`config.mk`:
```
export PLATFORM = sky130hd
export DESIGN_NAME = tdpt_rem
export DESIGN_NICKNAME = d
export VERILOG_FILES = /design/src/rtl/tdpt_pkg.sv /design/src/rtl/tdpt_rem.sv
export SDC_FILE = /design/constraint.sdc
export NUM_CORES = 1
export LEC_CHECK = 0
export BUFFER_PORTS_ARGS = -buffer_cell sky130_fd_sc_hd__buf_4
export CAP_MARGIN = 25
export CELL_PAD_IN_SITES_DETAIL_PLACEMENT = 1
export CELL_PAD_IN_SITES_GLOBAL_PLACEMENT = 2
export CORE_MARGIN = 2
export CORE_UTILIZATION = 35
export CTS_CLUSTER_SIZE = 28
export DETAILED_ROUTE_END_ITERATION = 10
export PLACE_DENSITY_LB_ADDON = 0.1
export RECOVER_POWER = 25
export SLEW_MARGIN = 20
export SYNTH_ARGS = -nofsm -noshare
export SYNTH_HDL_FRONTEND = slang
export SYNTH_SLANG_ARGS = --single-unit
```
`constraint.sdc`:
```
create_clock -name clk -period 2.6 [get_ports clk]
set_input_delay 0 -clock clk [delete_from_list [all_inputs] [get_ports clk]]
set_output_delay 0 -clock clk [all_outputs]
set_load 0.02 [all_outputs]
```
`src/rtl/tdpt_pkg.sv`:
```
`timescale 1ns / 1ps

package tdpt_pkg;

	// Sequencer states of the top level.
	typedef enum logic [3:0] {
		ST_IDLE   = 4'b0001,
		ST_CHECK  = 4'b0010,
		ST_DIVIDE = 4'b0100,
		ST_FINISH = 4'b1000
	} tdpt_state_t;

	// Status returned by the remainder unit.
	typedef struct packed {
		logic done;
		logic zero;
	} tdpt_rem_stat_t;

endpackage

```
`src/rtl/tdpt_rem.sv`:
```
`timescale 1ns / 1ps

module tdpt_rem #(
	parameter int VALUE_BITS = 32
) (
	input  logic                      clk,
	input  logic                      arst_n,
	input  logic                      start,
	input  logic [VALUE_BITS-1:0]     dividend,
	input  logic [VALUE_BITS-1:0]     divisor,
	output tdpt_pkg::tdpt_rem_stat_t  stat
);

	localparam int CNT_W = $clog2(VALUE_BITS + 1);

	logic [VALUE_BITS-1:0] rem_q;
	logic [VALUE_BITS-1:0] quo_q;
	logic [VALUE_BITS-1:0] div_q;
	logic [CNT_W-1:0]      cnt_q;
	logic                  busy_q;
	logic                  done_q;
	logic [VALUE_BITS:0]   trial;
	logic [VALUE_BITS-1:0] rem_next;

	// Restoring division, one dividend bit per cycle, most significant first.
	// The trial value is one bit wider than the word, so the partial remainder fits.
	always_comb begin
		trial = {rem_q, quo_q[VALUE_BITS-1]};
		if (trial >= {1'b0, div_q}) begin
			rem_next = VALUE_BITS'(trial - {1'b0, div_q});
		end else begin
			rem_next = trial[VALUE_BITS-1:0];
		end
	end

	always_ff @(posedge clk or negedge arst_n) begin
		if (!arst_n) begin
			busy_q <= 1'b0;
			done_q <= 1'b0;
			cnt_q  <= '0;
		end else begin
			done_q <= 1'b0;
			if (start) begin
				busy_q <= 1'b1;
				cnt_q  <= CNT_W'(VALUE_BITS);
			end else if (busy_q) begin
				cnt_q <= cnt_q - CNT_W'(1);
				if (cnt_q == CNT_W'(1)) begin
					busy_q <= 1'b0;
					done_q <= 1'b1;
				end
			end
		end
	end

	always_ff @(posedge clk) begin
		if (start) begin
			rem_q <= '0;
			quo_q <= dividend;
			div_q <= divisor;
		end else if (busy_q) begin
			rem_q <= rem_next;
			quo_q <= {quo_q[VALUE_BITS-2:0], 1'b0};
		end
	end

	assign stat.done = done_q;
	assign stat.zero = (rem_q == '0);

endmodule

```
==> results of run 1 <==
## final cells by class
type,count,share of cell area
tap,225,0.0313
inverter,43,0.0180
clock inverter,7,0.0125
sequential,104,0.308
clock buffer,9,0.0251
multi-input combinational,405,0.367
timing repair buffer,252,0.239
## stage by stage
| step | instances | setup TNS [ns] |
|---|---|---|
| floorplan | 579 | 0 |
| global placement | 942 | -1.37 |
| detailed placement | 942 | -4.37 |
| CTS | 1039 | -3.04 |
| global route | 1045 | -7.54 |
| finish | 1045 | -3.17 |
## sequential cells by signal (all words and copies together) (netlist names)
register  flops
div_q        32
quo_q        32
done_q        1
busy_q        1
rem_q        32
cnt_q         6
## cell usage in the layout (no fill, tap or decap), types with 6 or more instances in the layout
cell           netlist  final
xnor2_1             18     18
a21o_1              13     13
ha_1                34     29
a211oi_2             1      6
edfxtp_1            64     64
and3_1              10      9
nand2_1             34     32
buf_4                1    143
o21ai_0             18     13
dfxtp_1             32     32
mux2i_1             21     20
clkbuf_16            0      9
inv_1               43     42
nand4_1             10     10
nand3_1             12     11
a21oi_2              2      9
nand2b_1             9      9
a21oi_1             27     20
nor2_1              48     48
xor2_1              13     12
mux2_2              31     31
dfrtp_1              8      8
nor4_1              11     10
clkbuf_4             0     33
a211oi_1            24     19
dlygate4sd3_1        0     67
## power groups by stage
stage	Combinational, mW	Sequential, mW	Clock [mW]
after detailed placement	4.85	2.42	0
after floorplan	2.89	2.40	0
after CTS	5.47	2.39	1.60
after global placement	4.74	2.40	0
final	5.68	2.40	1.54
after global routing	6.16	2.45	1.65
## metal layers
metal / share of wire / GRT usage / vias up / routed length [um]
met5: 0 / 0 / - / 0
met4: 0.018 / 0.0550 / 0 / 325
met3: 0.021 / 0.0306 / 20 / 373
met2: 0.49 / 0.341 / 68 / 8860
met1: 0.47 / 0.272 / 2602 / 8440
li1: - / - / 2607 / -
## path summary, 6_finish.rpt
kind                                   startpoint                endpoint
setup reg to reg              quo_q[31]$_DFFE_PP_  rem_q[12]$_SDFFE_PP0P_
hold reg to reg            rem_q[11]$_SDFFE_PP0P_  rem_q[11]$_SDFFE_PP0P_
min in group asynchronous                  arst_n    cnt_q[2]$_DFFE_PN0P_
setup / recovery              quo_q[31]$_DFFE_PP_  rem_q[12]$_SDFFE_PP0P_
max in group asynchronous                  arst_n    cnt_q[3]$_DFFE_PN0P_
hold / removal                         divisor[6]      div_q[6]$_DFFE_PP_
## worst register-to-register path, delay by kind of cell (launching register included)
kind	cells	cell delay (ns)
multiplexers	1	0.11
buffers and inverters	2	0.11
XOR/XNOR	1	0.13
AND/OR/NAND/NOR	2	0.26
AO/OA/AOI/OAI	5	1.16
flip-flops	1	0.39
adder cells (fa/ha/maj)	2	0.51
## what timing repair did
item / in CTS / in global routing
setup buffers: 12 / 6
cloned: 2 / 0
gates resized for setup: 31 / 22
hold buffers: 67 / 0
hold endpoints to repair: 76 / 0
endpoints found under the setup margin: 32 / 32
pin swaps: 31 / 17
## cell families (layout without fill, tap and decap cells)
| logic type | after synthesis | in the layout | share of synthesized area |
|---|---|---|---|
| compound gates | 134 | 134 | 0.165 |
| xor+xnor | 31 | 31 | 0.0445 |
| fa+ha+maj | 35 | 35 | 0.0730 |
| buf+inv | 70 | 311 | 0.0492 |
| flops | 104 | 104 | 0.452 |
| mux | 52 | 52 | 0.0916 |
| simple gates | 153 | 153 | 0.125 |
==> out/results.tsv, run 1 <==
metric	value	unit
die_w	136	um
synthesis.area	6110	um^2
max-vdd-ir-drop	798	uV
yosys_register_bits	104	
dp_slack	-0.235	ns
drt_iter0_markers	179	
synth_top_area_share	0.315	
die-area	18500	um^2
row_count	48	
avgSynthCellArea	10.5	um^2
ff2ff_path_depth	13	
yosysWarnings	0	
layout-drive-gt1-share	0.349	
cp-start-kind	flop	
clk_pin_slew	0.08	ns
fmax	363	MHz
cts.sinks	104	
grt_pass1_wl	29.3	mm
crit_cells	13	
num_vias	5297	
crit_required	2.88	ns
numCtsBuffers	9	
holdPathStages	2	
clockPowerShare	0.160	
syn_inst	579	
initial_core_util	0.355	
gr-usage-all-layers	0.203	
cts_max_path_buffers	2	
synth_area_leaders	edfxtp_1 31%, dfxtp_1 10%, ha_1 7.0%	
cts_tree	done	
ff_latch_area	2760	um^2
clk_latency	0.36	ns
fillers	1923	
worst_pin_slew	0.680	ns
yosysMostFrequentCell	edfxtp_1	
synth_edf_count	64	
root_buffer	clkbuf_16	
hold_slack	0.371	ns
p_leak	3.90	nW
dpl.hpwl	12.9	mm
yosysTopAreaCell	edfxtp_1	
crit_buf_inv	2	
design_area	8980	um^2
antenna_left	0	
synthTopCellsByCount	64 x edfxtp_1, 48 x nor2_1, 43 x inv_1	
powerDensity	1070	nW/um^2
setup_slack	-0.154	ns
power	9.62	mW
p_sw	3.75	mW
grt_antenna_before_repair	0	
synthArstFlopShare	0.0769	
core	17200	um^2
fin_skew	0.0105	ns
drv_cap	0	
grt_pass1_vias	5686	
switching_share	0.390	
status	finished, violations left	
cp-end-kind	flop	
cpMaxStageDelayCell	edfxtp_1	
fin_crit_sh	1.06	
cp_top_family	compound AO/OA/AOI/OAI gates	
path_cells	inv_1, ha_2, inv_2, fa_2, a21o_1, a221oi_2, or2_4, nand2_2, a221o_1, a21oi_2, xnor2_1, mux2i_1, a211oi_2	
critPathKind	flop to flop	
wire_per_inst	17.2	um
htree_num_levels	3	
p_comb_frac	0.590	
utilization	0.523	
maxSlewViolCount	0	
max_stage_delay	0.39	ns
seq_area_frac_synth	0.452	
die_h	136	um
first_pass_iters	4	
fin_crit	2.75	ns
vias_per_cell	5.07	
io_buffers	68	
place_area	7530	um^2
rsz0062_at_grt	yes	
grt_max_degree	62	
synth_ff_type	edfxtp_1	
io_pins	69	
crit_fanout	3	
route.detailed.drc	0	
gp_congestion	0.823	
relSlewSlack	0.543	
hold_class	input port to flop	
synth_nets	681	
ys_types	70	
p_int	5.86	mW
crit_arrival	3.04	ns
seq_power_share	0.249	
fin_nets	917	
wl	18.0	mm
grt-ovfl-total	0	
diodes	0	
violations	setup timing	
setup_viol_count_final	30	
finalHoldViolCount	0	
ff2ff_setup_slack	-0.15	ns
area_delta_synth_final	47.1	%
multiInputGateArea	3300	um^2
Note: power is estimated with default switching activity, not from simulation.
==> run 2, diff against run 1 <==
Settings changed: CORE_UTILIZATION 35 to 38.
Clock period 2.6 ns to 2.8 ns, I/O delays scaled along.
==> out/results.tsv, run 2 (synthesized netlist as in run 1, its figures left out) <==
metric	value	unit
wl	17.7	mm
crit_required	3.05	ns
first_pass_iters	4	
setup_tns	-0.0572	ns
critPathKind	flop to flop	
hold_class	input port to flop	
place_area	7130	um^2
setup_viol_count_final	3	
finalHoldViolCount	0	
max-vdd-ir-drop	861	uV
io_buffers	68	
clockPowerShare	0.151	
num_vias	5157	
numCtsBuffers	9	
root_buffer	clkbuf_16	
die-area	17100	um^2
row_count	46	
route.detailed.drc	0	
wire_per_inst	18.0	um
gp_congestion	0.877	
crit_fanout	3	
crit_arrival	3.08	ns
design_area	8590	um^2
drt_iter0_markers	173	
htree_num_levels	3	
grt_antenna_before_repair	0	
final_cell_mix	97 x buf_4, 67 x dlygate4sd3_1, 64 x edfxtp_1	
violations	setup timing	
cts.sinks	104	
clk_pin_slew	0.08	ns
fmax	354	MHz
fin_skew	0.0113	ns
grt_max_degree	44	
cts_tree	done	
fillers	1761	
p_leak	3.63	nW
fin_crit	2.82	ns
area_delta_synth_final	40.7	%
die_h	131	um
maxSlewViolCount	0	
antenna_left	0	
fin_crit_sh	1.01	
p_sw	3.38	mW
largest_registers	div_q (32), quo_q (32), rem_q (32)	
grt-ovfl-total	0	
final_common_cell	buf_4	
core	15800	um^2
cp-start-kind	flop	
rsz0062_at_grt	yes	
seq_power_share	0.275	
dpl.hpwl	12.3	mm
p_int	4.97	mW
vias_per_cell	5.22	
grt_pass1_vias	5466	
io_pins	69	
setup_slack	-0.0241	ns
initial_core_util	0.387	
drv_cap	0	
switching_share	0.405	
fin_nets	869	
cp-end-kind	flop	
gr-usage-all-layers	0.215	
grt_pass1_wl	28.2	mm
diodes	0	
powerDensity	972	nW/um^2
clk_latency	0.36	ns
worst_pin_slew	0.603	ns
status	finished, violations left	
layout-drive-gt1-share	0.312	
die_w	131	um
cts_max_path_buffers	2	
p_comb_frac	0.574	
relSlewSlack	0.594	
dp_slack	-0.140	ns
==> run 2: cell type report <==
cell class	count	area (um^2)	share of cell area
sequential	104	2760	0.322
timing repair buffer	204	1780	0.207
multi-input combinational	405	3330	0.388
clock buffer	9	225	0.0262
tap	216	270	0.0315
inverter	43	161	0.0188
clock inverter	7	65.1	0.00757
==> run 2: final timing paths <==
check	start	end	slack [ns]	depth (start not counted)
setup / recovery	quo_q[31]$_DFFE_PP_	rem_q[28]$_SDFFE_PP0P_	-0.02	14
hold / removal	start	cnt_q[0]$_DFFE_PN0P_	0.04	2
min in group asynchronous	arst_n	done_q$_DFF_PN0_	0.51	3
hold reg to reg	cnt_q[4]$_DFFE_PN0P_	done_q$_DFF_PN0_	0.53	1
max in group asynchronous	arst_n	cnt_q[3]$_DFFE_PN0P_	1.39	4
setup reg to reg	quo_q[31]$_DFFE_PP_	rem_q[28]$_SDFFE_PP0P_	-0.02	14
==> run 2: repair_timing <==
item                       CTS  global route
resized for setup           21            39
setup buffers                9            11
hold buffers                67             0
pin swaps                   22            25
setup endpoints to repair   32            32
gates cloned                 1             0
hold endpoints to repair    72             0
==> run 2: worst max-delay path: stages, from the launching register on <==
cell and delay (ns):
edfxtp_1 0.40, inv_1 0.08, ha_2 0.19, inv_2 0.04, fa_2 0.34, a21o_1 0.20, a221oi_2 0.29, or2_4 0.19
a31oi_4 0.08, a311oi_2 0.22, buf_4 0.19, o31ai_2 0.08, a21oi_2 0.16, xor2_1 0.18, o21ai_1 0.07
==> run 2: power by group through the flow <==
stage / Combinational, mW / Sequential [mW] / Clock (mW)
after floorplan: 2.67 / 2.23 / 0
after global placement: 3.94 / 2.28 / 0
after detailed placement: 4.04 / 2.30 / 0
after CTS: 4.49 / 2.27 / 1.30
after global routing: 5.19 / 2.35 / 1.35
final: 4.79 / 2.30 / 1.26
==> run 2: through the flow <==
| stage | hold WS, ns | total power, mW | cells | util |
|---|---|---|---|---|
| after floorplan | -0.296 | 4.90 | 579 | - |
| after global placement | -0.179 | 6.23 | 884 | 0.452 |
| after detailed placement | -0.175 | 6.34 | 884 | 0.452 |
| after CTS | 0.0251 | 8.06 | 977 | 0.527 |
| after global routing | 0.0473 | 8.89 | 988 | 0.545 |
| final | 0.0394 | 8.35 | 988 | 0.545 |
==> run 2: per-layer routing <==
layer | GRT usage | part of all wire
met5 | 0 | 0
met4 | 0.0544 | 0.016
met3 | 0.0383 | 0.031
met2 | 0.381 | 0.51
met1 | 0.273 | 0.44
